===== config.mk =====
export PLATFORM = sky130hd
export DESIGN_NAME = tlik_div_cell
export DESIGN_NICKNAME = d
export VERILOG_FILES = /design/src/hw/rtl/tlik_pkg.sv /design/src/hw/rtl/tlik_div_cell.sv
export SDC_FILE = /design/constraint.sdc
export NUM_CORES = 1
export LEC_CHECK = 0
export ABC_AREA = 1
export BUFFER_PORTS_ARGS = -buffer_cell sky130_fd_sc_hd__buf_2
export CORE_MARGIN = 10
export CORE_UTILIZATION = 30
export CTS_BUF_LIST = sky130_fd_sc_hd__clkbuf_2
export DETAILED_ROUTE_END_ITERATION = 10
export GPL_TIMING_DRIVEN = 0
export PLACE_DENSITY_LB_ADDON = 0.1
export SLEW_MARGIN = 10
export SYNTH_ARGS = -nofsm -noshare
export SYNTH_HDL_FRONTEND = slang
export SYNTH_SLANG_ARGS = --single-unit

===== constraint.sdc =====
create_clock -name clk -period 2.49 [get_ports clk]
set_input_delay 0.249 -clock clk [delete_from_list [all_inputs] [get_ports clk]]
set_output_delay 0.249 -clock clk [all_outputs]
set_load 0.01 [all_outputs]

===== src/hw/rtl/tlik_pkg.sv =====
// shared constants, types and arithmetic helpers of the two-link inverse kinematics unit
package tlik_pkg;

	localparam int COORD_FRAC_BITS = 12;
	localparam int ANGLE_BITS      = 16;
	localparam int CORDIC_STAGES   = 16;

	localparam int IN_W       = 24;
	localparam int LINK_W     = 22;
	localparam int LINK_RESET = 1 << COORD_FRAC_BITS;

	localparam int R2_W  = 2 * IN_W;
	localparam int NUM_W = R2_W + 1;
	localparam int DEN_W = 2 * LINK_W + 1;

	localparam int C_FRAC    = 30;
	localparam int C_W       = C_FRAC + 2;
	localparam int CMAG_W    = C_FRAC + 1;
	localparam int DIV_STEPS = C_FRAC;

	localparam int SQRT_STEPS = 32;
	localparam int SQ_IDX_W   = $clog2(SQRT_STEPS);
	localparam int SQ_VW      = 2 * C_FRAC + 1;
	localparam int SQ_SW      = SQ_VW + 2;

	localparam int PRE_BITS   = 20;
	localparam int CW         = C_W + PRE_BITS + 2;
	localparam int ZW         = 34;
	localparam int PI_BITS    = 31;
	localparam int CIDX_W     = 5;
	localparam int ZSH        = 32 - ANGLE_BITS;
	localparam int UW         = ZW - ZSH;
	localparam int UWP        = UW + 1;
	localparam int AW         = ANGLE_BITS + 1;
	localparam int ANGLE_HALF = 1 << (ANGLE_BITS - 1);

	localparam logic signed [ZW-1:0] PI_Z = ZW'(1) << PI_BITS;

	localparam logic [1:0] ST_OK    = 2'd0;
	localparam logic [1:0] ST_EMPTY = 2'd1;
	localparam logic [1:0] ST_EXCL  = 2'd2;
	localparam logic [1:0] ST_FAR   = 2'd3;

	localparam logic REG_UPPER = 1'b0;
	localparam logic REG_LOWER = 1'b1;

	typedef struct packed {
		logic [1:0]               status;
		logic                     neg;
		logic                     sat;
		logic signed [IN_W-1:0]   x;
		logic signed [IN_W-1:0]   y;
		logic signed [C_W-1:0]    c;
		logic [CMAG_W-1:0]        cmag;
	} tag_t;

	typedef struct packed {
		logic signed [CW-1:0] x;
		logic signed [CW-1:0] y;
		logic signed [ZW-1:0] z;
	} cstate_t;

	// atan(2^-i), pi = 2^31
	function automatic logic signed [ZW-1:0] atan_step(input logic [CIDX_W-1:0] i);
		case (i)
			5'd0:  return ZW'(536870912);
			5'd1:  return ZW'(316933406);
			5'd2:  return ZW'(167458907);
			5'd3:  return ZW'(85004756);
			5'd4:  return ZW'(42667331);
			5'd5:  return ZW'(21354465);
			5'd6:  return ZW'(10679838);
			5'd7:  return ZW'(5340245);
			5'd8:  return ZW'(2670163);
			5'd9:  return ZW'(1335087);
			5'd10: return ZW'(667544);
			5'd11: return ZW'(333772);
			5'd12: return ZW'(166886);
			5'd13: return ZW'(83443);
			5'd14: return ZW'(41722);
			5'd15: return ZW'(20861);
			5'd16: return ZW'(10430);
			5'd17: return ZW'(5215);
			5'd18: return ZW'(2608);
			5'd19: return ZW'(1304);
			5'd20: return ZW'(652);
			5'd21: return ZW'(326);
			5'd22: return ZW'(163);
			5'd23: return ZW'(81);
			default: return '0;
		endcase
	endfunction

	// fold the left half plane by pi, then prescale
	function automatic cstate_t cordic_init(input logic signed [C_W-1:0] xo,
			input logic signed [C_W-1:0] yo);
		cstate_t r;
		logic signed [C_W-1:0] xa;
		logic signed [C_W-1:0] ya;
		xa = xo;
		ya = yo;
		r.z = '0;
		if (xo < 0) begin
			r.z = (yo < 0) ? -PI_Z : PI_Z;
			xa = -xo;
			ya = -yo;
		end
		r.x = CW'(xa) <<< PRE_BITS;
		r.y = CW'(ya) <<< PRE_BITS;
		return r;
	endfunction

	// round half up to output angle units
	function automatic logic signed [UW-1:0] to_units(input logic signed [ZW-1:0] z);
		logic signed [ZW-1:0] t;
		t = z + ZW'(1 << (ZSH - 1));
		return UW'(t >>> ZSH);
	endfunction

	function automatic logic signed [AW-1:0] wrap_angle(input logic signed [UWP-1:0] a);
		logic signed [UWP-1:0] r;
		r = a;
		if (a < -ANGLE_HALF) begin
			r = UWP'(a + 2 * ANGLE_HALF);
		end else if (a > ANGLE_HALF) begin
			r = UWP'(a - 2 * ANGLE_HALF);
		end
		return AW'(r);
	endfunction

endpackage


===== src/hw/rtl/tlik_div_cell.sv =====
// one restoring divide step of the elbow cosine divider
module tlik_div_cell import tlik_pkg::*; (
	input  logic              clk,
	input  logic [DEN_W-1:0]  den,
	input  logic [DEN_W-1:0]  rem_i,
	input  logic [C_FRAC-1:0] q_i,
	input  tag_t              tag_i,
	output logic [DEN_W-1:0]  rem_o,
	output logic [C_FRAC-1:0] q_o,
	output tag_t              tag_o
);

	logic [DEN_W:0] sh_w;
	logic [DEN_W:0] dif_w;
	logic           ge_w;

	assign sh_w  = {rem_i, 1'b0};
	assign ge_w  = sh_w >= {1'b0, den};
	assign dif_w = sh_w - {1'b0, den};

	always_ff @(posedge clk) begin
		rem_o <= ge_w ? dif_w[DEN_W-1:0] : sh_w[DEN_W-1:0];
		q_o   <= {q_i[C_FRAC-2:0], ge_w};
		tag_o <= tag_i;
	end

endmodule


[Word level (Yosys, flattened, before mapping)]
Cells that the tools add are included.
Word-level totals
  input bits: 236
  flip-flop bits (word level): 190
  output and inout bits: 190
  word-level logic and storage cells: 13
Cells by class
  order comparisons: 1
  muxes and demuxes: 1
  add/subtract/negate cells: 1
Operators with widths (number)
  46-bit by 45-bit greater-or-equal comparator with 1-bit output: 1
  45-bit 2-to-1 mux: 1
  45-bit subtractor: 1

[Depth between registers and ports, before layout]
  depth after elaboration: 2
  mapped depth: 16
  gate-level depth less buffers: 15

[Least setup slack after synthesis]
Ideal clock, no wire load.
  kind: in2reg
  start point: in den[35]
  end point: reg rem_o[41]
  setup time: 0.113 ns
  required time: 2.377 ns
  buffers on the path: 1
  arrival time: 1.675 ns
  slack: 0.702 ns
  stages on the path: 13
  path through: inv_1 -> ha_1 -> nand2_1 -> inv_1 -> nand2_2 -> inv_1 -> nand2_1 -> nand2_1 -> a21oi_2 -> nand4_4 -> buf_8 -> nand3_1 -> nand2_1
On the way
  word-level cells in the longest chain between the ends: 2
  elaborated cells between the ends (all ways): 3
  those cells by class: add/sub (1); order compare (1); mux (1)
RTL lines
  from (decl): RTL line tlik_div_cell.sv:4  | input logic [DEN_W-1:0] den,
  45-bit subtractor / 46-bit by 45-bit greater-or-equal comparator with 1-bit output (equally long branches): RTL line tlik_div_cell.sv:19, tlik_div_cell.sv:18
  45-bit 2-to-1 mux (*): RTL line tlik_div_cell.sv:22  | rem_o <= ge_w ? dif_w[DEN_W-1:0] : sh_w[DEN_W-1:0];
  to (signal assigned): RTL line tlik_div_cell.sv:22
  to (decl): RTL line tlik_div_cell.sv:8  | output logic [DEN_W-1:0] rem_o,
Mark *: on every way between the ends. The rest lies on a longest branch, timed or not.
A chain may end at the register's enable or synchronous reset.

[Worst setup path after layout]
  start point: in den[22]
  end point: reg rem_o[13]
On the way
  word-level cells in the longest chain between the ends: 2
RTL lines
  46-bit by 45-bit greater-or-equal comparator with 1-bit output: RTL line tlik_div_cell.sv:18  | assign ge_w = sh_w >= {1'b0, den};
  45-bit 2-to-1 mux: RTL line tlik_div_cell.sv:22
No other way between the ends.

==> results.py <==
metrics = {
    "setup_path": {
        "cp_max_fo": 10,
        "cp.required_ns": 3.23,
        "cp_data_arrival_time_ns": 3.18,
        "critPathKind": "in -> reg",
        "critPathLaunch": "den[22]",
        "crit_path_end_kind": "register",
        "cp-start-kind": "input port",
    },
    "hold_path": {
        "min-delay-start": "rem_i[28]",
        "worstHoldPathCells": 3,
        "hold_class": "in -> reg",
    },
    "timing": {
        "hold_viol": 6,
        "finalSetupTns_ns": 0,
        "slew-limit-headroom_pct": 67.90,
        "slew_viol_final": 0,
        "period_needed_ns": 2.437,
        "setup_viol": 0,
        "rsz0062_at_grt": "no",
        "max_freq_mhz": 410.4,
        "whs_ns": -0.3447,
        "finalCritPeriodShare_pct": 97.86,
        "worst_pin_slew_ns": 0.4815,
    },
    "clock_tree": {
        "cts_buffers": 17,
        "htreeDepth": 4,
        "clk_pin_slew_ns": 0.32,
        "clock_path_buffers": 2,
        "cts-root-buf": "clkbuf_2",
        "clock_sinks": 190,
        "cts_tree": "done",
    },
    "grt": {
        "grt_max_degree": 23,
        "grt_usage_pct": 22.56,
        "grt_pass1_wl_um": 61880,
        "grt.busiest_layer": "met2",
        "met3_usage_pct": 5.163,
        "overflow": 0,
        "use_met1_pct": 26.99,
        "use_met2_pct": 39.51,
        "antenna_found_initial": 9,
        "grt_pass1_vias": 10100,
    },
    "placement": {
        "gp_congestion": 0.9219,
        "portBuffers": 424,
        "hpwl_um": 32560,
    },
    "drt": {
        "drt_pre_antenna_iters": 5,
        "vias_per_cell": 4.276,
        "drc_errors": 0,
        "ant_nets": 0,
        "finalWirelength_um": 42890,
        "num_vias": 10030,
        "first_iter_violations": 516,
        "wire_per_inst_um": 18.28,
    },
    "floorplan": {
        "die_h_um": 189.8,
        "dieWidth_um": 189.8,
        "ios": 426,
        "die_area_um2": 36040,
        "rows": 62,
        "initial_core_util_pct": 30.31,
        "coreArea_um2": 28550,
    },
    "cells_and_area": {
        "syn2layout_area_growth_pct": 69.95,
        "n_fill_cell": 2838,
        "nets": 2224,
        "final_layout_size_suffix_gt1_share_pct": 27.83,
    },
    "pwr": {
        "peakVddDrop_uv": 284.9,
        "total_power_mw": 7.501,
        "leakagePower_nw": 8.006,
        "power_density_nw_per_um2": 510.0,
    },
    "yosys": {
        "ys_seq_area_share_pct": 43.96,
        "synth_top_area_share_pct": 43.96,
        "syn_inst": 1189,
        "syn_avg_cell_area_um2": 7.278,
        "syn_area_um2": 8653,
        "synth_nets": 1471,
        "ys_top_cells_by_area": "dfxtp_1 44%, nand2_1 18%, inv_1 10%",
        "synth_cell_types": 34,
        "synth_seq_cells": 190,
        "synth_warnings": 0,
        "yosysTopAreaCell": "dfxtp_1",
    },
    "status": {
        "violations": "negative hold slack",
        "status": "finished with violations",
    },
    "flow_run": {
        "maxCapViolations": 0,
    },
}
## kinds of logic (layout without fill, tap and decap cells)
kind of cell	after synthesis	after routing	share of synthesized area [%]
AND/OR/NAND/NOR	637	637	32.43
buffers and inverters	256	1022	12.03
flip-flops	190	190	43.96
adder cells (fa/ha/maj)	46	46	6.738
AO/OA/AOI/OAI	35	35	2.313
XOR/XNOR	25	25	2.530
other	0	7	0
## through the flow
stage	utilization (%)	worst slack (ns)	cells	area [um^2]	hold slack [ns]
2_1_floorplan	-	0.7022	1189	8653	0.2767
3_3_place_gp	39.43	0.04566	1997	11260	0.3513
3_5_place_dp	39.43	0.03730	1997	11260	0.3526
4_1_cts	50.10	0.001448	2305	14300	-0.4278
5_1_grt	51.51	0.002807	2345	14700	-0.4121
6_report	51.52	0.05321	2346	14710	-0.3447
## critical path, cell delays in order
cell	delay, ns
dlygate4sd3_1	0.60
buf_2	0.13
inv_1	0.03
ha_1	0.35
nand2_2	0.12
nor2_4	0.15
nand2_1	0.11
nor2_2	0.17
nand3_1	0.09
and3b_1	0.19
buf_8	0.15
buf_6	0.14
nand3_1	0.08
dlygate4sd3_1	0.55
nand2_1	0.05
## final timing paths
kind / to / slack, ns
min: rem_o[29] / -0.34
max: rem_o[13] / 0.05
## area by class of cell
type	count	area [um^2]	share of cell area [%]
clock inverters	15	198.9	1.353
diodes	7	17.52	0.1191
repair buffers	734	5210	35.43
clock buffers	17	85.08	0.5785
inverters	242	908.4	6.177
multi-input cells	743	3860	26.25
plain buffers	14	142.6	0.9699
flip-flops and latches	190	3804	25.86
well taps	384	480.5	3.267
## placed cells by master, fill, tap and decap left out, drive strengths merged, types with 4 or more instances in the layout
cell type,n
a21oi,27
buf,444
clkbuf,17
clkinv,7
dfxtp,190
diode,7
dlygate4sd3,304
ha,45
inv,250
nand2,426
nand3,104
nand3b,7
nand4,7
nor2,82
nor3,4
xor2,24
## where the power goes
| part | internal [mW] | switching, mW |
|---|---|---|
| clock | 0.389 | 1.38 |
| sequential | 3.33 | 0.0727 |
| combinational | 1.06 | 1.28 |
## metal layers
layer | up-vias | part of all wire, %
li1 | 5093 | -
met1 | 4559 | 43
met2 | 325 | 49
met3 | 52 | 5.3
met4 | 2 | 2.7
met5 | - | 0.030
## synthesized netlist by cell type
cell type,number
nand2_1,411
inv_1,235
dfxtp_1,190
nand3_1,89
nor2_1,63
ha_1,45
a21oi_1,25
xor2_1,24
nand2_2,15
nand3_2,15
nor2_2,12
buf_6,8
nand3b_1,7
nor2_4,7
inv_2,6
nand4_1,6
buf_2,4
nor3_1,4
o21a_1,3
o21bai_1,3
a21oi_2,2
nor4_1,2
or2_2,2
a21o_1,1
and2_1,1
and3b_1,1
buf_4,1
buf_8,1
clkinv_1,1
fa_1,1
nand4_4,1
nor3b_2,1
o21ai_0,1
xnor2_1,1
## sequential cells by signal, indices dropped and copies added, names as in the netlist
name	flops
tag_o	115
rem_o	45
q_o	30
## repair_timing
action	in CTS	in global routing
resized for setup	0	15
setup endpoints to repair	0	5
hold endpoints to repair	189	28
hold buffers	276	28
buffers inserted	0	6
(Power assumes the default switching activity.)
