[config.mk]
export PLATFORM = sky130hd
export DESIGN_NAME = tlik_sqrt_cell
export DESIGN_NICKNAME = d
export VERILOG_FILES = /design/src/hw/rtl/tlik_pkg.sv /design/src/hw/rtl/tlik_sqrt_cell.sv
export SDC_FILE = /design/constraint.sdc
export NUM_CORES = 1
export LEC_CHECK = 0
export BUFFER_PORTS_ARGS = -buffer_cell sky130_fd_sc_hd__buf_2
export CORE_ASPECT_RATIO = 0.6
export CORE_MARGIN = 3
export CORE_UTILIZATION = 45
export DETAILED_ROUTE_END_ITERATION = 10
export PLACE_DENSITY = 0.75
export SYNTH_ARGS = -nofsm -noshare
export SYNTH_HDL_FRONTEND = slang
export SYNTH_SLANG_ARGS = --single-unit
export TNS_END_PERCENT = 1
[constraint.sdc]
create_clock -name clk -period 5.8 [get_ports clk]
set_input_delay 0.58 -clock clk [delete_from_list [all_inputs] [get_ports clk]]
set_output_delay 0.58 -clock clk [all_outputs]
set_load 0.005 [all_outputs]
[src/hw/rtl/tlik_pkg.sv]
// shared constants, types and arithmetic helpers of the two-link inverse kinematics unit
package tlik_pkg;

	localparam int COORD_FRAC_BITS = 12;
	localparam int ANGLE_BITS      = 16;
	localparam int CORDIC_STAGES   = 16;

	localparam int IN_W       = 24;
	localparam int LINK_W     = 22;
	localparam int LINK_RESET = 1 << COORD_FRAC_BITS;

	localparam int R2_W  = 2 * IN_W;
	localparam int NUM_W = R2_W + 1;
	localparam int DEN_W = 2 * LINK_W + 1;

	localparam int C_FRAC    = 30;
	localparam int C_W       = C_FRAC + 2;
	localparam int CMAG_W    = C_FRAC + 1;
	localparam int DIV_STEPS = C_FRAC;

	localparam int SQRT_STEPS = 32;
	localparam int SQ_IDX_W   = $clog2(SQRT_STEPS);
	localparam int SQ_VW      = 2 * C_FRAC + 1;
	localparam int SQ_SW      = SQ_VW + 2;

	localparam int PRE_BITS   = 20;
	localparam int CW         = C_W + PRE_BITS + 2;
	localparam int ZW         = 34;
	localparam int PI_BITS    = 31;
	localparam int CIDX_W     = 5;
	localparam int ZSH        = 32 - ANGLE_BITS;
	localparam int UW         = ZW - ZSH;
	localparam int UWP        = UW + 1;
	localparam int AW         = ANGLE_BITS + 1;
	localparam int ANGLE_HALF = 1 << (ANGLE_BITS - 1);

	localparam logic signed [ZW-1:0] PI_Z = ZW'(1) << PI_BITS;

	localparam logic [1:0] ST_OK    = 2'd0;
	localparam logic [1:0] ST_EMPTY = 2'd1;
	localparam logic [1:0] ST_EXCL  = 2'd2;
	localparam logic [1:0] ST_FAR   = 2'd3;

	localparam logic REG_UPPER = 1'b0;
	localparam logic REG_LOWER = 1'b1;

	typedef struct packed {
		logic [1:0]               status;
		logic                     neg;
		logic                     sat;
		logic signed [IN_W-1:0]   x;
		logic signed [IN_W-1:0]   y;
		logic signed [C_W-1:0]    c;
		logic [CMAG_W-1:0]        cmag;
	} tag_t;

	typedef struct packed {
		logic signed [CW-1:0] x;
		logic signed [CW-1:0] y;
		logic signed [ZW-1:0] z;
	} cstate_t;

	// atan(2^-i), pi = 2^31
	function automatic logic signed [ZW-1:0] atan_step(input logic [CIDX_W-1:0] i);
		case (i)
			5'd0:  return ZW'(536870912);
			5'd1:  return ZW'(316933406);
			5'd2:  return ZW'(167458907);
			5'd3:  return ZW'(85004756);
			5'd4:  return ZW'(42667331);
			5'd5:  return ZW'(21354465);
			5'd6:  return ZW'(10679838);
			5'd7:  return ZW'(5340245);
			5'd8:  return ZW'(2670163);
			5'd9:  return ZW'(1335087);
			5'd10: return ZW'(667544);
			5'd11: return ZW'(333772);
			5'd12: return ZW'(166886);
			5'd13: return ZW'(83443);
			5'd14: return ZW'(41722);
			5'd15: return ZW'(20861);
			5'd16: return ZW'(10430);
			5'd17: return ZW'(5215);
			5'd18: return ZW'(2608);
			5'd19: return ZW'(1304);
			5'd20: return ZW'(652);
			5'd21: return ZW'(326);
			5'd22: return ZW'(163);
			5'd23: return ZW'(81);
			default: return '0;
		endcase
	endfunction

	// fold the left half plane by pi, then prescale
	function automatic cstate_t cordic_init(input logic signed [C_W-1:0] xo,
			input logic signed [C_W-1:0] yo);
		cstate_t r;
		logic signed [C_W-1:0] xa;
		logic signed [C_W-1:0] ya;
		xa = xo;
		ya = yo;
		r.z = '0;
		if (xo < 0) begin
			r.z = (yo < 0) ? -PI_Z : PI_Z;
			xa = -xo;
			ya = -yo;
		end
		r.x = CW'(xa) <<< PRE_BITS;
		r.y = CW'(ya) <<< PRE_BITS;
		return r;
	endfunction

	// round half up to output angle units
	function automatic logic signed [UW-1:0] to_units(input logic signed [ZW-1:0] z);
		logic signed [ZW-1:0] t;
		t = z + ZW'(1 << (ZSH - 1));
		return UW'(t >>> ZSH);
	endfunction

	function automatic logic signed [AW-1:0] wrap_angle(input logic signed [UWP-1:0] a);
		logic signed [UWP-1:0] r;
		r = a;
		if (a < -ANGLE_HALF) begin
			r = UWP'(a + 2 * ANGLE_HALF);
		end else if (a > ANGLE_HALF) begin
			r = UWP'(a - 2 * ANGLE_HALF);
		end
		return AW'(r);
	endfunction

endpackage

[src/hw/rtl/tlik_sqrt_cell.sv]
// one digit step of the integer square root
module tlik_sqrt_cell import tlik_pkg::*; (
	input  logic                clk,
	input  logic [SQ_IDX_W-1:0] idx,
	input  logic [SQ_VW-1:0]    v_i,
	input  logic [SQ_VW-1:0]    res_i,
	input  tag_t                tag_i,
	output logic [SQ_VW-1:0]    v_o,
	output logic [SQ_VW-1:0]    res_o,
	output tag_t                tag_o
);

	logic [SQ_IDX_W:0] sh_w;
	logic [SQ_SW-1:0]  step_w;
	logic [SQ_SW-1:0]  sum_w;
	logic              ge_w;

	assign sh_w   = (SQ_IDX_W + 1)'(2 * (SQRT_STEPS - 1)) - {idx, 1'b0};
	assign step_w = SQ_SW'(1) << sh_w;
	assign sum_w  = {2'b0, res_i} + step_w;
	assign ge_w   = {2'b0, v_i} >= sum_w;

	always_ff @(posedge clk) begin
		if (ge_w) begin
			v_o   <= v_i - sum_w[SQ_VW-1:0];
			res_o <= SQ_VW'(({2'b0, res_i} >> 1) + step_w);
		end else begin
			v_o   <= v_i;
			res_o <= res_i >> 1;
		end
		tag_o <= tag_i;
	end

endmodule

### Word level (Yosys, flattened, before mapping)

Cells that the tools add are included.

| storage, ports and cells | value |
|---|---|
| output and inout port bits | 237 |
| input port bits | 243 |
| logic and storage cells | 18 |
| flip-flop bits (word level) | 237 |

| cells by class | value |
|---|---|
| add/sub/neg operators | 4 |
| shifts and indexed selects | 1 |
| muxes and demuxes | 2 |
| order comparisons | 1 |

Operators with widths:

| kind | count |
|---|---|
| 61-bit by 63-bit adder with 63-bit output | 1 |
| 61-bit by 63-bit greater-or-equal comparator with 1-bit output | 1 |
| 1-bit by 6-bit left shift with 63-bit output (first input constant) | 1 |
| 60-bit by 61-bit adder with 61-bit output | 1 |
| 61-bit 2-to-1 mux | 1 |
| 61-bit subtractor | 1 |
| 60-bit 2-to-1 mux | 1 |
| 6-bit subtractor (first input constant) | 1 |

### Depth between registers and ports, before layout

| logic depth | value |
|---|---|
| depth after elaboration | 5 |
| mapped depth | 30 |
| depth with buffers taken out | 25 |

### Worst setup path before layout

OpenSTA, ideal clock, no wires.

| path | value |
|---|---|
| kind | in2reg |
| start | in idx[3] |
| end | reg v_o[57] |
| setup time | 0.126 ns |
| setup slack | -0.191 ns |
| buffers on the path | 4 |
| arrival | 5.865 ns |
| cell stages on the path | 29 |
| data required time | 5.674 ns |
| cells stage by stage | clkbuf_1 > nand3_1 > nor2_1 > ha_1 > ha_1 > nor2_1 > o31ai_1 > a21oi_1 > o21ai_0 > inv_1 > o21ai_0 > nand3_1 > o22ai_1 > o21ai_0 > xor2_1 > ha_1 > and4_1 > nand3_1 > or4_1 > a31oi_2 > nor3_2 > o21ai_4 > a41oi_4 > a211o_1 > buf_6 > buf_2 > buf_2 > nand2_1 > o41ai_2 |

| on the way | value |
|---|---|
| cells in the longest elaborated chain, start to end | 5 |
| elaborated cells on any way between the ends | 6 |
| those cells by class | add/sub (3); order compare (1); shift (1); mux (1) |

RTL lines:

| item | line | source |
|---|---|---|
| start, declared | tlik_sqrt_cell.sv:4 | `input logic [SQ_IDX_W-1:0] idx,` |
| 6-bit subtractor (*) | tlik_sqrt_cell.sv:18 | `assign sh_w = (SQ_IDX_W + 1)'(2 * (SQRT_STEPS - 1)) - {idx, 1'b0};` |
| 1-bit by 6-bit left shift with 63-bit output (*) | tlik_sqrt_cell.sv:19 | `assign step_w = SQ_SW'(1) << sh_w;` |
| 61-bit by 63-bit adder with 63-bit output (*) | tlik_sqrt_cell.sv:20 | `assign sum_w = {2'b0, res_i} + step_w;` |
| 61-bit subtractor / 61-bit by 63-bit greater-or-equal comparator with 1-bit output (equally long branches) | tlik_sqrt_cell.sv:25, tlik_sqrt_cell.sv:21 |  |
| 61-bit 2-to-1 mux (*) | tlik_sqrt_cell.sv:24 | `if (ge_w) begin` |
| end signal, assigned | tlik_sqrt_cell.sv:25 | `v_o <= v_i - sum_w[SQ_VW-1:0];` |
| end signal, assigned | tlik_sqrt_cell.sv:28 | `v_o <= v_i;` |
| end, declared | tlik_sqrt_cell.sv:8 | `output logic [SQ_VW-1:0] v_o,` |

Mark *: on every way between the ends. The rest lies on a longest branch, timed or not.
A chain may end at the register's enable or synchronous reset.

### Final worst setup path

| path | value |
|---|---|
| start | in idx[1] |
| end | reg res_o[37] |

| on the way | value |
|---|---|
| cells in the longest elaborated chain, start to end | 5 |
| elaborated cells on any way between the ends | 6 |
| those cells by class | add/sub (3); order compare (1); shift (1); mux (1) |

RTL lines:

| item | line | source |
|---|---|---|
| 6-bit subtractor (*) | tlik_sqrt_cell.sv:18 |  |
| 1-bit by 6-bit left shift with 63-bit output (*) | tlik_sqrt_cell.sv:19 |  |
| 61-bit by 63-bit adder with 63-bit output | tlik_sqrt_cell.sv:20 |  |
| 61-bit by 63-bit greater-or-equal comparator with 1-bit output | tlik_sqrt_cell.sv:21 | `assign ge_w = {2'b0, v_i} >= sum_w;` |
| 60-bit 2-to-1 mux (*) | tlik_sqrt_cell.sv:24 |  |
| end signal, assigned | tlik_sqrt_cell.sv:26 | `res_o <= SQ_VW'(({2'b0, res_i} >> 1) + step_w);` |
| end signal, assigned | tlik_sqrt_cell.sv:29 | `res_o <= res_i >> 1;` |
| end, declared | tlik_sqrt_cell.sv:9 | `output logic [SQ_VW-1:0] res_o,` |

Marked as above.

==> metrics.yaml <==
hold_class: "input pin to flop"
critical_path_buf_inv_count: 4
critPathTopFamily: "simple AND/OR/NAND/NOR gates"
place.detailed.hpwl_mm: 48.3
cap_violations: 0
viasPerCell: 5.64
drive_above_1_share: 0.327
finalCritPeriodShare: 0.961
numPortBuffers: 479
yosys_warnings: 0
tightestPinTransition_ns: 0.801
place.gp.congestion: 0.975
netlist_area_um2: 14300
rows: 49
synth.top_cells.by_area: "dfxtp_1, ha_1, xnor2_1, nand2_1, xor2_1"
crit_type: "input pin to flop"
num_vias: 15900
syn_avg_cell_area_um2: 8.27
wl_per_cell_um: 20.2
synthToLayoutAreaGrowth_pct: 37.2
drt-total-wl_mm: 57.0
clkSinkCount: 237
synth_cell_types: 75
grt_pass1_vias: 14700
drt_iter0_drc: 1880
slowest_stage: "or4_1"
clockBufferDepth: 3
synth_nets: 2097
initial_core_util: 0.467
setup_tns_ns: 0
synth_edf_count: 0
cts_root_buffer: "clkbuf_16"
fmax_mhz: 179
hold_depth: 1
synth_top_cell_area_share: 0.331
leakage_nw: 9.18
nNetsFinal: 2763
p_per_area_nw_per_um2: 260
yosys_most_used_dff: "dfxtp_1"
setup_slack_ns: 0.226
postCtsHoldBufs: 0
first_pass_iters: 6
crit_path_max_incr_delay_ns: 0.54
grt_use_total: 0.313
slew_viol_final: 0
ys_ff_latch: 237
finalSetupViolCount: 0
n_fill_cell: 2745
ys_seq_area_frac: 0.331
synth_cells: 1731
hold_viol_final: 0
post-place-ws_ns: -0.309
drcViolationCount: 0
async_flop_share: 0
crit_required_ns: 6.24
io_pins: 480
numCtsBuffers: 23
worstPathMaxFanout: 27
max_slew_margin: 0.462
start_kind: "input pin"
clk_pin_slew_ns: 0.07
grt_max_degree: 39
whs_ns: 0.146
grt_antenna_before_repair: 3
h-tree-depth: 1
cp-end-kind: "flop"
dieWidth_um: 236
cts_tree: "built"
status: "complete, no violations"
drtAntennaViolNets: 0
grt_pass1_wl_mm: 83.8
ir_drop_v: 0.000190
critPathLaunch: "idx[1]"
cp.arrival_ns: 6.01
die_area_um2: 34100
hold_path_startpoint: "tag_i[28]"
fin_crit_ns: 5.57
grt_overflow: 0
synthTopCellsByCount: "dfxtp_1, nand2_1, nor2_1, ha_1, a21oi_1"
power_mw: 5.11
hold_end: "tag_o[28]"
yosys.area.top_type: "dfxtp_1"
synth_most_common_cell: "dfxtp_1"
die_h_um: 144
core_um2: 30700
## through the flow
stage	instances	area (um2)	util
global placement	2780	18800	0.614
floorplan	1731	14300	-
finish	2823	19600	0.641
detailed placement	2780	18800	0.614
CTS	2819	19600	0.638
global route	2822	19600	0.640
## layout make-up
type                            instances  area, um2  area share
Multi-Input combinational cell       1391       9220       0.469
Timing Repair Buffer                  709       4260       0.217
Tap cell                              408        510      0.0260
Inverter                               35        131     0.00669
Clock inverter                          8        106     0.00542
Sequential cell                       237       4740       0.242
Antenna cell                            4       10.0    0.000510
Clock buffer                           31        656      0.0334
## routing by layer
metal / vias to the layer above / share of wire / GRT usage
met2: 881 / 0.38 / 0.413
met1: 7379 / 0.48 / 0.489
met4: 0 / 0.017 / 0.0553
met5: - / 0 / 0
li1: 7593 / - / -
met3: 59 / 0.12 / 0.100
## registers in the layout, summed over array words and instances, names as in the netlist
name / flops
res_o: 61
tag_o: 115
v_o: 61
## layout by cell type (no fill, tap or decap), types with 15 or more instances in the layout
cell / instances
a21o_1: 37
a21oi_1: 97
a31o_2: 15
a31oi_1: 60
and2_1: 20
and3_1: 15
buf_2: 479
buf_4: 219
clkbuf_16: 23
dfxtp_1: 237
ha_1: 122
inv_1: 35
nand2_1: 206
nand2b_1: 18
nand3_1: 33
nand4_1: 49
nor2_1: 136
nor2b_1: 18
nor3_1: 23
o21ai_0: 82
o21ai_1: 81
o21bai_1: 38
o31ai_1: 16
xnor2_1: 89
xor2_1: 81
## worst max-delay path by stage
stage | end | slack (ns) | cells past startpoint
CTS | res_o[37] | 0.19 | 25
detailed placement | res_o[25] | -0.31 | 25
finish | res_o[37] | 0.23 | 26
floorplan | v_o[57] | 0.03 | 29
global placement | res_o[25] | -0.17 | 28
global route | res_o[51] | -0.01 | 28
## timing repair
item                                    CTS  global route
resized for setup                         0            15
setup buffers                             0             0
endpoints found under the setup margin    0           122
## where the power goes
part / internal, mW / switching (mW)
sequential: 1.84 / 0.0696
clock: 0.885 / 0.671
combinational: 0.744 / 0.902
total: 3.47 / 1.64
## cell families (layout without fill, tap and decap cells)
| family | count (synthesis) | in the layout | share of synthesized area |
|---|---|---|---|
| compound gates | 527 | 527 | 0.235 |
| mux | 9 | 9 | 0.00708 |
| other cells | 0 | 4 | 0 |
| fa+ha+maj | 124 | 124 | 0.109 |
| xor+xnor | 171 | 171 | 0.105 |
| buf+inv | 103 | 783 | 0.0307 |
| flops | 237 | 237 | 0.331 |
| simple gates | 560 | 560 | 0.182 |
Power figures use the tool's default switching activity.
