--- config.mk ---
export PLATFORM = sky130hd
export DESIGN_NAME = tlik_cordic_cell
export DESIGN_NICKNAME = d
export VERILOG_FILES = /design/src/hw/rtl/tlik_pkg.sv /design/src/hw/rtl/tlik_cordic_cell.sv
export SDC_FILE = /design/constraint.sdc
export NUM_CORES = 1
export LEC_CHECK = 0
export BUFFER_PORTS_ARGS = -buffer_cell sky130_fd_sc_hd__buf_2
export CAP_MARGIN = 20
export CORE_UTILIZATION = 40
export CTS_CLUSTER_DIAMETER = 200
export DETAILED_ROUTE_END_ITERATION = 8
export MAX_ROUTING_LAYER = met4
export PLACE_DENSITY = 0.59
export SYNTH_ARGS = -nofsm -noshare
export SYNTH_HDL_FRONTEND = slang
export SYNTH_SLANG_ARGS = --single-unit
--- constraint.sdc ---
create_clock -name clk -period 6.4 [get_ports clk]
set_input_delay 1.28 -clock clk [delete_from_list [all_inputs] [get_ports clk]]
set_output_delay 1.28 -clock clk [all_outputs]
set_load 0.005 [all_outputs]
--- src/hw/rtl/tlik_pkg.sv ---
// shared constants, types and arithmetic helpers of the two-link inverse kinematics unit
package tlik_pkg;

	localparam int COORD_FRAC_BITS = 12;
	localparam int ANGLE_BITS      = 16;
	localparam int CORDIC_STAGES   = 16;

	localparam int IN_W       = 24;
	localparam int LINK_W     = 22;
	localparam int LINK_RESET = 1 << COORD_FRAC_BITS;

	localparam int R2_W  = 2 * IN_W;
	localparam int NUM_W = R2_W + 1;
	localparam int DEN_W = 2 * LINK_W + 1;

	localparam int C_FRAC    = 30;
	localparam int C_W       = C_FRAC + 2;
	localparam int CMAG_W    = C_FRAC + 1;
	localparam int DIV_STEPS = C_FRAC;

	localparam int SQRT_STEPS = 32;
	localparam int SQ_IDX_W   = $clog2(SQRT_STEPS);
	localparam int SQ_VW      = 2 * C_FRAC + 1;
	localparam int SQ_SW      = SQ_VW + 2;

	localparam int PRE_BITS   = 20;
	localparam int CW         = C_W + PRE_BITS + 2;
	localparam int ZW         = 34;
	localparam int PI_BITS    = 31;
	localparam int CIDX_W     = 5;
	localparam int ZSH        = 32 - ANGLE_BITS;
	localparam int UW         = ZW - ZSH;
	localparam int UWP        = UW + 1;
	localparam int AW         = ANGLE_BITS + 1;
	localparam int ANGLE_HALF = 1 << (ANGLE_BITS - 1);

	localparam logic signed [ZW-1:0] PI_Z = ZW'(1) << PI_BITS;

	localparam logic [1:0] ST_OK    = 2'd0;
	localparam logic [1:0] ST_EMPTY = 2'd1;
	localparam logic [1:0] ST_EXCL  = 2'd2;
	localparam logic [1:0] ST_FAR   = 2'd3;

	localparam logic REG_UPPER = 1'b0;
	localparam logic REG_LOWER = 1'b1;

	typedef struct packed {
		logic [1:0]               status;
		logic                     neg;
		logic                     sat;
		logic signed [IN_W-1:0]   x;
		logic signed [IN_W-1:0]   y;
		logic signed [C_W-1:0]    c;
		logic [CMAG_W-1:0]        cmag;
	} tag_t;

	typedef struct packed {
		logic signed [CW-1:0] x;
		logic signed [CW-1:0] y;
		logic signed [ZW-1:0] z;
	} cstate_t;

	// atan(2^-i), pi = 2^31
	function automatic logic signed [ZW-1:0] atan_step(input logic [CIDX_W-1:0] i);
		case (i)
			5'd0:  return ZW'(536870912);
			5'd1:  return ZW'(316933406);
			5'd2:  return ZW'(167458907);
			5'd3:  return ZW'(85004756);
			5'd4:  return ZW'(42667331);
			5'd5:  return ZW'(21354465);
			5'd6:  return ZW'(10679838);
			5'd7:  return ZW'(5340245);
			5'd8:  return ZW'(2670163);
			5'd9:  return ZW'(1335087);
			5'd10: return ZW'(667544);
			5'd11: return ZW'(333772);
			5'd12: return ZW'(166886);
			5'd13: return ZW'(83443);
			5'd14: return ZW'(41722);
			5'd15: return ZW'(20861);
			5'd16: return ZW'(10430);
			5'd17: return ZW'(5215);
			5'd18: return ZW'(2608);
			5'd19: return ZW'(1304);
			5'd20: return ZW'(652);
			5'd21: return ZW'(326);
			5'd22: return ZW'(163);
			5'd23: return ZW'(81);
			default: return '0;
		endcase
	endfunction

	// fold the left half plane by pi, then prescale
	function automatic cstate_t cordic_init(input logic signed [C_W-1:0] xo,
			input logic signed [C_W-1:0] yo);
		cstate_t r;
		logic signed [C_W-1:0] xa;
		logic signed [C_W-1:0] ya;
		xa = xo;
		ya = yo;
		r.z = '0;
		if (xo < 0) begin
			r.z = (yo < 0) ? -PI_Z : PI_Z;
			xa = -xo;
			ya = -yo;
		end
		r.x = CW'(xa) <<< PRE_BITS;
		r.y = CW'(ya) <<< PRE_BITS;
		return r;
	endfunction

	// round half up to output angle units
	function automatic logic signed [UW-1:0] to_units(input logic signed [ZW-1:0] z);
		logic signed [ZW-1:0] t;
		t = z + ZW'(1 << (ZSH - 1));
		return UW'(t >>> ZSH);
	endfunction

	function automatic logic signed [AW-1:0] wrap_angle(input logic signed [UWP-1:0] a);
		logic signed [UWP-1:0] r;
		r = a;
		if (a < -ANGLE_HALF) begin
			r = UWP'(a + 2 * ANGLE_HALF);
		end else if (a > ANGLE_HALF) begin
			r = UWP'(a - 2 * ANGLE_HALF);
		end
		return AW'(r);
	endfunction

endpackage

--- src/hw/rtl/tlik_cordic_cell.sv ---
// one vectoring rotation of the atan2 cordic
module tlik_cordic_cell import tlik_pkg::*; (
	input  logic              clk,
	input  logic [CIDX_W-1:0] idx,
	input  cstate_t           st_i,
	output cstate_t           st_o
);

	logic signed [CW-1:0] dx_w;
	logic signed [CW-1:0] dy_w;

	assign dx_w = st_i.y >>> idx;
	assign dy_w = st_i.x >>> idx;

	always_ff @(posedge clk) begin
		if (st_i.y > 0) begin
			st_o.x <= st_i.x + dx_w;
			st_o.y <= st_i.y - dy_w;
			st_o.z <= st_i.z + atan_step(idx);
		end else if (st_i.y < 0) begin
			st_o.x <= st_i.x - dx_w;
			st_o.y <= st_i.y + dy_w;
			st_o.z <= st_i.z - atan_step(idx);
		end else begin
			st_o <= st_i;
		end
	end

endmodule

# ---- Word level (Yosys, flattened, before mapping)
# Memories as Yosys holds them, arrays and structs flattened.
# Cells that the tools add are included.
dict set report word_totals {
  reg_bits 142
  romBits 1920
  input_bits 148
  output_inout_bits 142
  wordCells 20
  mem_count 2
}
# memory words width rd rd_ports_with_merged_regs wr line_no
set memory_table {}
lappend memory_table {{(no name shown)} 32 30 1 0 0 tlik_pkg.sv:65} ;# case (i)
lappend memory_table {{(no name shown)} 32 30 1 0 0 tlik_pkg.sv:65}
dict set report op_classes {
  add_sub_neg 6
  n_lt_le_gt_ge 2
  shifts 2
  muxes 5
}
# operator n
set op_table {}
lappend op_table {{$mux 142} 2}
lappend op_table {{$add 54x54->54} 2}
lappend op_table {{$sshr 54x5->54} 2}
lappend op_table {{$sub 54x54->54} 2}
lappend op_table {{$mux 34} 3}
lappend op_table {{$gt 54x1->1 const B} 1}
lappend op_table {{$lt 54x1->1 const B} 1}
lappend op_table {{$add 34x34->34} 1}
lappend op_table {{$sub 34x34->34} 1}

# ---- Logic depth before layout (Yosys ltp)
# Gate-level depths: netlist of run 1.
dict set report logic_depth {
  word_depth 6
  ltp_mapped 25
  mapped_depth_nobuf 22
}

# ---- Least setup slack after synthesis of run 1
# Ideal clock, no wire load.
dict set report synth_timing {
  path_type {in2reg}
  startpoint {input port idx[0]}
  endpoint {register st_o[134] (netlist bit)}
  setup_time_ns 0.120
  arrival_time_ns 6.336
  required_time_ns 6.280
  path_slack_ns -0.056
  path_stages 22
  n_path_buf 3
  cell_sequence {clkbuf_1 > clkbuf_1 > buf_1 > mux4_2 > nand2_1 > nand2_1 > mux2i_1 > mux2i_1 > ha_1 > fa_1 > nand2b_1 > a21oi_1 > o32ai_2 > a211o_1 > a21oi_1 > a211oi_1 > or4_1 > a211oi_1 > nor4_1 > a21oi_1 > a21oi_1 > a211o_1}
}
dict set report synth_via {
  elab_chain_cells 4
  elab_cells_between_ends 5
  cone_classes {add/sub (2); shift (1); mux (2)}
}
# element line_no
set synth_rtl {}
lappend synth_rtl {{from (decl)} tlik_cordic_cell.sv:4} ;# input logic [CIDX_W-1:0] idx,
lappend synth_rtl {{$sshr 54x5->54 (*)} tlik_cordic_cell.sv:12} ;# assign dx_w = st_i.y >>> idx;
lappend synth_rtl {{$sub 54x54->54} tlik_cordic_cell.sv:21} ;# st_o.x <= st_i.x - dx_w;
lappend synth_rtl {{$mux 142} tlik_cordic_cell.sv:20} ;# end else if (st_i.y < 0) begin
lappend synth_rtl {{$mux 142 (*)} tlik_cordic_cell.sv:16} ;# if (st_i.y > 0) begin
lappend synth_rtl {{to (signal assigned)} tlik_cordic_cell.sv:25} ;# st_o <= st_i;
lappend synth_rtl {{to (decl)} tlik_cordic_cell.sv:6} ;# output cstate_t st_o
# Every way passes the cells marked *; elsewhere a longest branch is shown, timed or not.

# ---- Final worst setup path of run 1
dict set report layout_timing {
  startpoint {input port idx[1]}
  endpoint {register st_o[84] (netlist bit)}
}
dict set report layout_via {
  elab_chain_cells 4
  elab_cells_between_ends 5
  cone_classes {add/sub (2); shift (1); mux (2)}
}
# element line_no
set layout_rtl {}
lappend layout_rtl {{$sshr 54x5->54 (*)} tlik_cordic_cell.sv:13} ;# assign dy_w = st_i.x >>> idx;
lappend layout_rtl {{$add 54x54->54} tlik_cordic_cell.sv:22} ;# st_o.y <= st_i.y + dy_w;
lappend layout_rtl {{$mux 142} tlik_cordic_cell.sv:20}
lappend layout_rtl {{$mux 142 (*)} tlik_cordic_cell.sv:16}
# Marks and branches as above.

==> key figures, run 1 <==
Drt
  • Residual DRC: 0
  • Number of iterations in the first detailed-routing pass: 7
  • Number of DRC markers after the initial detailed-route iteration: 2828
  • Routed len/inst: approximately 22 um
  • Sum of routed wire length over all layers: about 120000 um
  • Detailed-route via count: ~30000
  • Drt via density: between 5 and 6
  • Final ANT Viol Nets: 0

Final layout
  • Largest register FFs: between 100 and 150
  • Finished Layout Cells: 5189
  • Most common cell after layout, fill and taps aside: buf_4
  • Commonest non-fill, non-tap cells in the layout: 550 x buf_4, 415 x nand2_1, 320 x a21oi_1
  • Number of nets in the final layout: between 4000 and 5000
  • Synthesis-to-finish area growth: 25.0%
  • Share of cells above drive strength 1: between 20% and 30%
  • Registers with the highest flip-flop counts: st_o x142
  • Biggest register: st_o

Pwr
  • Static leakage: between 15 and 20 nW
  • Power density over the cells: 220 nW/um^2
  • Final Power: between 0.007 and 0.008 W
  • Maximum resistive drop on vdd: 0.183 mV

CTS
  • Clock Tree Buf Depth: 2
  • H-Tree Level Count: 4
  • Clk sinks: ~140
  • Number of hold-repair buffers added at the cts stage: 0
  • Number of buffers created by CTS: 17
  • TritonCTS clock tree: built
  • Clock tree root buffer cell: clkbuf_16
  • Clock slew seen by the registers of the worst setup and hold paths: about 0.07 ns

Setup path
  • Arrival time of the worst setup path: 6.52 ns
  • Capturing element of the worst setup path: st_o[84]
  • Number of cells on the critical path: 24
  • Most common cell type on the critical path: buf_4
  • Critical path capture point type: register
  • Largest stage delay on the critical path: ~0.42 ns
  • Crit path max-delay family: compound AO/OA/AOI/OAI gates
  • Launching element type of the critical path: input port
  • Type of the setup path with the least slack: in -> reg
  • Worst-path fanout max: 28
  • CP max stage cell: fa_1
  • Critical path data required time: about 6.8 ns
  • Cell Chain, Critical Path: buf_4 > buf_12 > mux2_2 > o21ai_0 > mux2i_1 > a21oi_1 > mux2i_1 > ha_1 > fa_1 > nor2b_1 > o211ai_1 > a211oi_1 > buf_4 > a2111oi_4 > o2111ai_1 > a211oi_1 > buf_4 > nor2_1 > buf_4 > a21oi_1 > o21bai_1 > a31oi_1 > xnor2_1 > o22ai_1
  • Combined buffer and inverter count along the critical path: 5
  • Worst setup path startpoint: idx[1]

Global routing
  • Via count of the first global-routing pass: approximately 28000
  • Maximum number of pins on one net before global-route repair: 69
  • Sum of overflow across all layers after global routing: 0
  • Number of antenna violations at the first check in global routing: 6
  • Global-route wire length before repair: between 150000 and 200000 um
  • Overall Global Routing Usage: approximately 34%

Synth
  • Fraction of synthesis flops using an asynchronous set or reset pin: 0%
  • Share of the synthesized netlist area taken by xor and xnor gates: about 7.7%
  • Complex-gate fraction of the synthesized area: between 20 and 30%
  • Number of cells produced by synthesis: approximately 3700
  • Simple-Gate Fraction of Synth Area: between 10% and 20%
  • Share of synthesized area occupied by flip-flops and latches: about a tenth
  • Yosys synthesis warning count: 0
  • Share of cell area taken by muxes after synthesis: around an eighth
  • Post-Synthesis Cell Area: between 20000 and 30000 sq um
  • EDFF count, synth: 0
  • Flop and latch count out of synthesis: 142
  • Average cell area after synthesis: around 7.2 sq um
  • Combinational family with the most area after synthesis: compound AO/OA/AOI/OAI gates
  • Share of synthesized cell area in full adder, half adder and majority cells: 14.6%
  • Post-Synthesis Net Count: between 4000 and 5000
  • Yosys cell types: 96
  • Most common flop cell mapped by yosys: dfxtp_1

Place
  • Pre-CTS WS: -0.445 ns
  • HPWL Detailed: 94300 um
  • Post-Place Cells: between 5000 and 6000
  • Final weighted congestion in routability-driven placement: 1.05
  • Buffers added on ports: 289

Job
  • Maximum capacitance violations: 0

Timing
  • Crit share post-route: between 90% and 100%
  • Highest Clock Rate: roughly 160 MHz
  • Min Tclk post-route: 6.15 ns
  • Unrepaired setup endpoints after global routing: false
  • Count of endpoints failing hold in the final timing report: 0
  • Final Max Tran Viols: 0
  • Worst Tran Pin Value: 1.20 ns
  • Worst slew margin relative to its limit: about a fifth
  • Final setup violation count: 0
  • Final critical-path setup slack: 0.255 ns
  • Final setup TNS: 0 ns

Floorplanning
  • Die outline area: ~68000 sq um
  • Die boundary height: 260 um
  • Area of the core: roughly 66000 sq um
  • Ports: 290
  • Cell Rows: 94
  • Die Width: between 200 and 300 um
  • Initial cell density of the core: 40.4%

Hold path
  • Worst hold path class: in -> reg
  • Hold-critical path depth: 2

Run status
  • Result of the run: finished clean
[cell families after synthesis]
group / count (synthesis)
AOI/OAI and AO/OA: 1170
xor gates and xnor gates: 235
adders and majority gates: 307
DFF: 142
and+or+nand+nor: 1036
buffers and inverters: 535
muxes: 249
[how the worst min path moves through the flow]
stage	startpoint	to	slack [ns]
4_1_cts	st_i[33]	st_o[33]	0.93
3_5_place_dp	st_i[33]	st_o[33]	1.48
2_1_floorplan	st_i[31]	st_o[31]	1.38
5_1_grt	st_i[33]	st_o[33]	0.96
6_report	st_i[33]	st_o[33]	0.96
3_3_place_gp	st_i[33]	st_o[33]	1.47
[where the power goes]
group | switching [W] | leakage [nW] | internal (W)
combinational | 0.00273 | 14.2 | 0.00223
clock | 0.000491 | 0.300 | 0.000618
sequential | 0.0000764 | 1.20 | 0.00116
[cells in the mapped netlist, types with 8 or more instances]
cell / count / area share, %
nand2_1: 415 / 5.9
a222oi_1: 19 / 0.72
a21oi_1: 321 / 6.0
a211o_1: 8 / 0.26
nor2_1: 268 / 3.8
a221oi_1: 9 / 0.30
nand2b_1: 39 / 0.92
nor4_1: 48 / 1.1
xnor2_1: 200 / 6.6
a2111oi_0: 9 / 0.30
o221ai_1: 12 / 0.40
mux2i_1: 103 / 3.9
nand4_1: 26 / 0.61
buf_2: 25 / 0.47
o211ai_1: 29 / 0.82
or3_1: 17 / 0.40
dfxtp_1: 142 / 11
ha_1: 301 / 14
o21bai_1: 74 / 2.1
a211oi_1: 30 / 0.85
inv_1: 289 / 4.1
xor2_1: 35 / 1.2
or2_2: 13 / 0.31
a31oi_1: 43 / 1.0
or4_1: 13 / 0.37
nand3_1: 48 / 0.90
a21o_1: 73 / 2.1
o21ai_0: 237 / 4.5
nor2b_1: 53 / 1.2
mux4_2: 68 / 5.8
and3_1: 16 / 0.38
o21ai_1: 12 / 0.23
buf_1: 36 / 0.51
nor3_1: 53 / 1.0
o22ai_1: 52 / 1.2
o31ai_1: 44 / 1.2
mux2_2: 78 / 3.3
o31a_1: 11 / 0.36
clkbuf_1: 167 / 2.4
a22oi_1: 38 / 1.1
o21a_1: 55 / 1.6
[final cells by class]
class | count | area, sq um
fillers | 6646 | 32500
multi-input cells | 2997 | 21700
repair buffers | 848 | 5820
flip-flops and latches | 142 | 2840
inverters | 300 | 1130
well taps | 864 | 1080
clock buffers | 21 | 480
clock inverters | 11 | 130
diodes | 6 | 15.0
[per-stage QoR]
step                      util (%)  area, sq um  hold WS, ns
after floorplan                  -        26600         1.38
after global placement        49.5        32500         1.47
after detailed placement      49.5        32500         1.48
after CTS                     50.4        33200        0.933
after global routing          50.6        33200        0.960
final                         50.6        33200        0.959
[per-layer routing]
layer | GRT usage, % | up-vias | part of all wire, %
met4 | 14.3 | 0 | 4.3
met3 | 5.11 | 200 | 7.0
li1 | - | 14451 | -
met5 | - | - | 0
met1 | 42.5 | 14300 | 42
met2 | 54.6 | 1185 | 46
[what timing repair did]
| action | 4_1_cts | 5_1_grt |
|---|---|---|
| endpoints found under the setup margin | 0 | 18 |
| resized for setup | 0 | 13 |
| buffers inserted | 0 | 2 |
(Power assumes the default switching activity.)
==> inputs of run 2 (changes only) <==
- PLACE_DENSITY: 0.59 -> not set
- PLACE_DENSITY_LB_ADDON: not set -> 0.25
==> run 2 against run 1 <==
Non-clock buffer count rose by 26. Final area grew 0.55%. Sequential power about the same. Critical endpoint is now st_o[134]. Maximum frequency decreased by 0.57%. Hold slack improved by 0.0021 ns. Wire length is 0.12% higher. Largest power group unchanged. Critical path depth down 1. Flip-flop and latch count unchanged. Core utilization is 0.28 points higher. Count of clock-buffer cells in the layout down 3. Power is 0.14% higher. Final cell count up 0.50%.
==> key figures, run 2 (synthesis gave the netlist of run 1 again) <==
Setup path
  • Critical path data required time: 6.86 ns (+0.08 ns)
  • Launching element type of the critical path: input port
  • Type of the setup path with the least slack: in -> reg
  • Worst-path fanout max: 25 (-11%)
  • Arrival time of the worst setup path: 6.64 ns (+0.12 ns)
  • Critical path capture point type: register

Floorplanning
  • Area of the core: 65700 sq um (unchanged)
  • Initial cell density of the core: 40.4% (unchanged)
  • Die outline area: 67500 sq um (unchanged)
  • Die boundary height: 260 um (unchanged)
  • Ports: 290 (unchanged)
  • Die Width: 260 um (unchanged)
  • Cell Rows: 94 (unchanged)

Drt
  • Residual DRC: 0 (unchanged)
  • Routed len/inst: 22.1 um (-0.37%)
  • Final ANT Viol Nets: 0 (unchanged)
  • Number of iterations in the first detailed-routing pass: 6 (-1)
  • Detailed-route via count: 30541 (+1.3%)
  • Number of DRC markers after the initial detailed-route iteration: 3070 (+8.6%)
  • Drt via density: 5.86 (+0.84%)
  • Sum of routed wire length over all layers: 115000 um (+0.12%)

Place
  • Final weighted congestion in routability-driven placement: 1.04 (-0.79%)
  • Post-Place Cells: 5177 (+0.54%)
  • Dpl cell area: 32800 sq um (+0.72%)
  • HPWL Detailed: 94200 um (-0.15%)
  • Pre-CTS WS: -0.481 ns (-0.0357 ns)
  • Buffers added on ports: 289 (unchanged)

Global routing
  • Number of antenna violations at the first check in global routing: 5 (-1)
  • Overall Global Routing Usage: 34.3% (+0.18 points)
  • Sum of overflow across all layers after global routing: 0 (unchanged)
  • Via count of the first global-routing pass: 28853 (+1.7%)
  • Maximum number of pins on one net before global-route repair: 79 (+14%)
  • Global-route wire length before repair: 172000 um (+0.95%)

CTS
  • Number of buffers created by CTS: 17 (unchanged)
  • Post-CTS setup-driven buffer insertion count: 0 (unchanged)
  • H-Tree Level Count: 4 (unchanged)
  • Clock slew seen by the registers of the worst setup and hold paths: 0.08 ns (about the same)
  • Clock tree root buffer cell: clkbuf_16
  • # resized after CTS: 0 (unchanged)
  • TritonCTS clock tree: built
  • Number of hold-repair buffers added at the cts stage: 0 (unchanged)
  • Clk sinks: 142 (unchanged)
  • Clock Tree Buf Depth: 2 (unchanged)

Timing
  • Final setup violation count: 0 (unchanged)
  • Crit share post-route: 96.6% (+0.55 points)
  • Worst Tran Pin Value: 1.21 ns (+0.00870 ns)
  • Count of endpoints failing hold in the final timing report: 0 (unchanged)
  • Worst slew margin relative to its limit: 18.5% (-0.59 points)
  • Highest Clock Rate: 162 MHz (-0.57%)
  • Min Tclk post-route: 6.18 ns (+0.0349 ns)
  • Final Max Tran Viols: 0 (unchanged)
  • Unrepaired setup endpoints after global routing: false
  • Final critical-path setup slack: 0.220 ns (-0.0349 ns)

Final layout
  • Registers with the highest flip-flop counts: st_o x142
  • Synthesis-to-finish area growth: 25.7%
  • Share of cells above drive strength 1: 25.6% (+0.40 points)
  • Largest register FFs: 142 (unchanged)
  • Finished Layout Cells: 5215 (+0.50%)
  • Biggest register: st_o
  • Final design area excluding fillers: 33400 sq um (+0.55%)
  • Commonest non-fill, non-tap cells in the layout: 576 x buf_4, 415 x nand2_1, 320 x a21oi_1
  • Filler cell count: 6614 (-0.48%)
  • Final core utilization: 50.8% (+0.28 points)
  • Number of nets in the final layout: 4787 (+0.55%)
  • Most common cell after layout, fill and taps aside: buf_4

Pwr
  • Power density over the cells: 219 nW/um^2 (-0.41%)
  • Final Power: 0.00733 W (+0.14%)
  • Static leakage: 15.8 nW (+0.74%)
  • Maximum resistive drop on vdd: 0.212 mV (+16%)

Run status
  • Result of the run: finished clean

Hold path
  • Worst hold path class: in -> reg

Job
  • Maximum capacitance violations: 0 (unchanged)
[run 2: cell count changes in the layout (fill, tap and decap cells not counted), sizes merged]
cell,delta
clkbuf,-3
clkinvlp,+1
buf,+26
inv,+2
[run 2: where the power goes]
group / switching (W) / total, W / internal [W] / leakage (nW)
Combinational: 0.00275 / 0.00500 / 0.00226 / 14.3
Clock: 0.000497 / 0.00109 / 0.000590 / 0.290
Sequential: 0.0000732 / 0.00124 / 0.00116 / 1.20
Total: 0.00332 / 0.00733 / 0.00401 / 15.8
[run 2: stage by stage]
| step | hold WS [ns] | setup TNS, ns |
|---|---|---|
| 2_1_floorplan | 1.38 | 0 |
| 3_3_place_gp | 1.47 | -3.79 |
| 3_5_place_dp | 1.48 | -3.82 |
| 4_1_cts | 0.932 | 0 |
| 5_1_grt | 0.958 | 0 |
| 6_report | 0.961 | 0 |
[run 2: worst paths after layout]
path,from,to,slack (ns),depth (start not counted)
max,idx[0],st_o[134],0.22,23
min,st_i[33],st_o[33],0.96,2
[run 2: worst max-delay path: stages]
cell and delay [ns]:
buf_6 0.27, buf_4 0.27, buf_4 0.16, buf_4 0.15, o21ai_0 0.15, o21ai_0 0.39
mux2i_1 0.18, mux2_2 0.32, ha_1 0.41, inv_1 0.09, a21oi_1 0.26, nor3_1 0.08
nor4_1 0.30, buf_4 0.19, o211ai_1 0.09, buf_4 0.18, a211oi_1 0.41, o41a_1 0.22
o21ai_1 0.11, a221o_1 0.41, or3_1 0.34, a31oi_1 0.22, a211o_1 0.14
[run 2: per-layer routing]
layer  global-route usage, %  up-vias  wire (um)
met2                    54.7     1353      53400
met5                       -        -          0
met3                    4.28      232       8450
li1                        -    14522          -
met4                    17.1        0       5760
met1                    42.4    14434      47600
[run 2: final cells by class]
type | count | area, sq um | area share [%]
Antenna cell | 6 | 15.0 | 0.0449
Clock buffer | 18 | 439 | 1.31
Clock inverter | 14 | 158 | 0.472
Inverter | 300 | 1130 | 3.38
Multi-Input combinational cell | 2997 | 21700 | 65.0
Sequential cell | 142 | 2840 | 8.51
Tap cell | 864 | 1080 | 3.23
Timing Repair Buffer | 874 | 6030 | 18.0
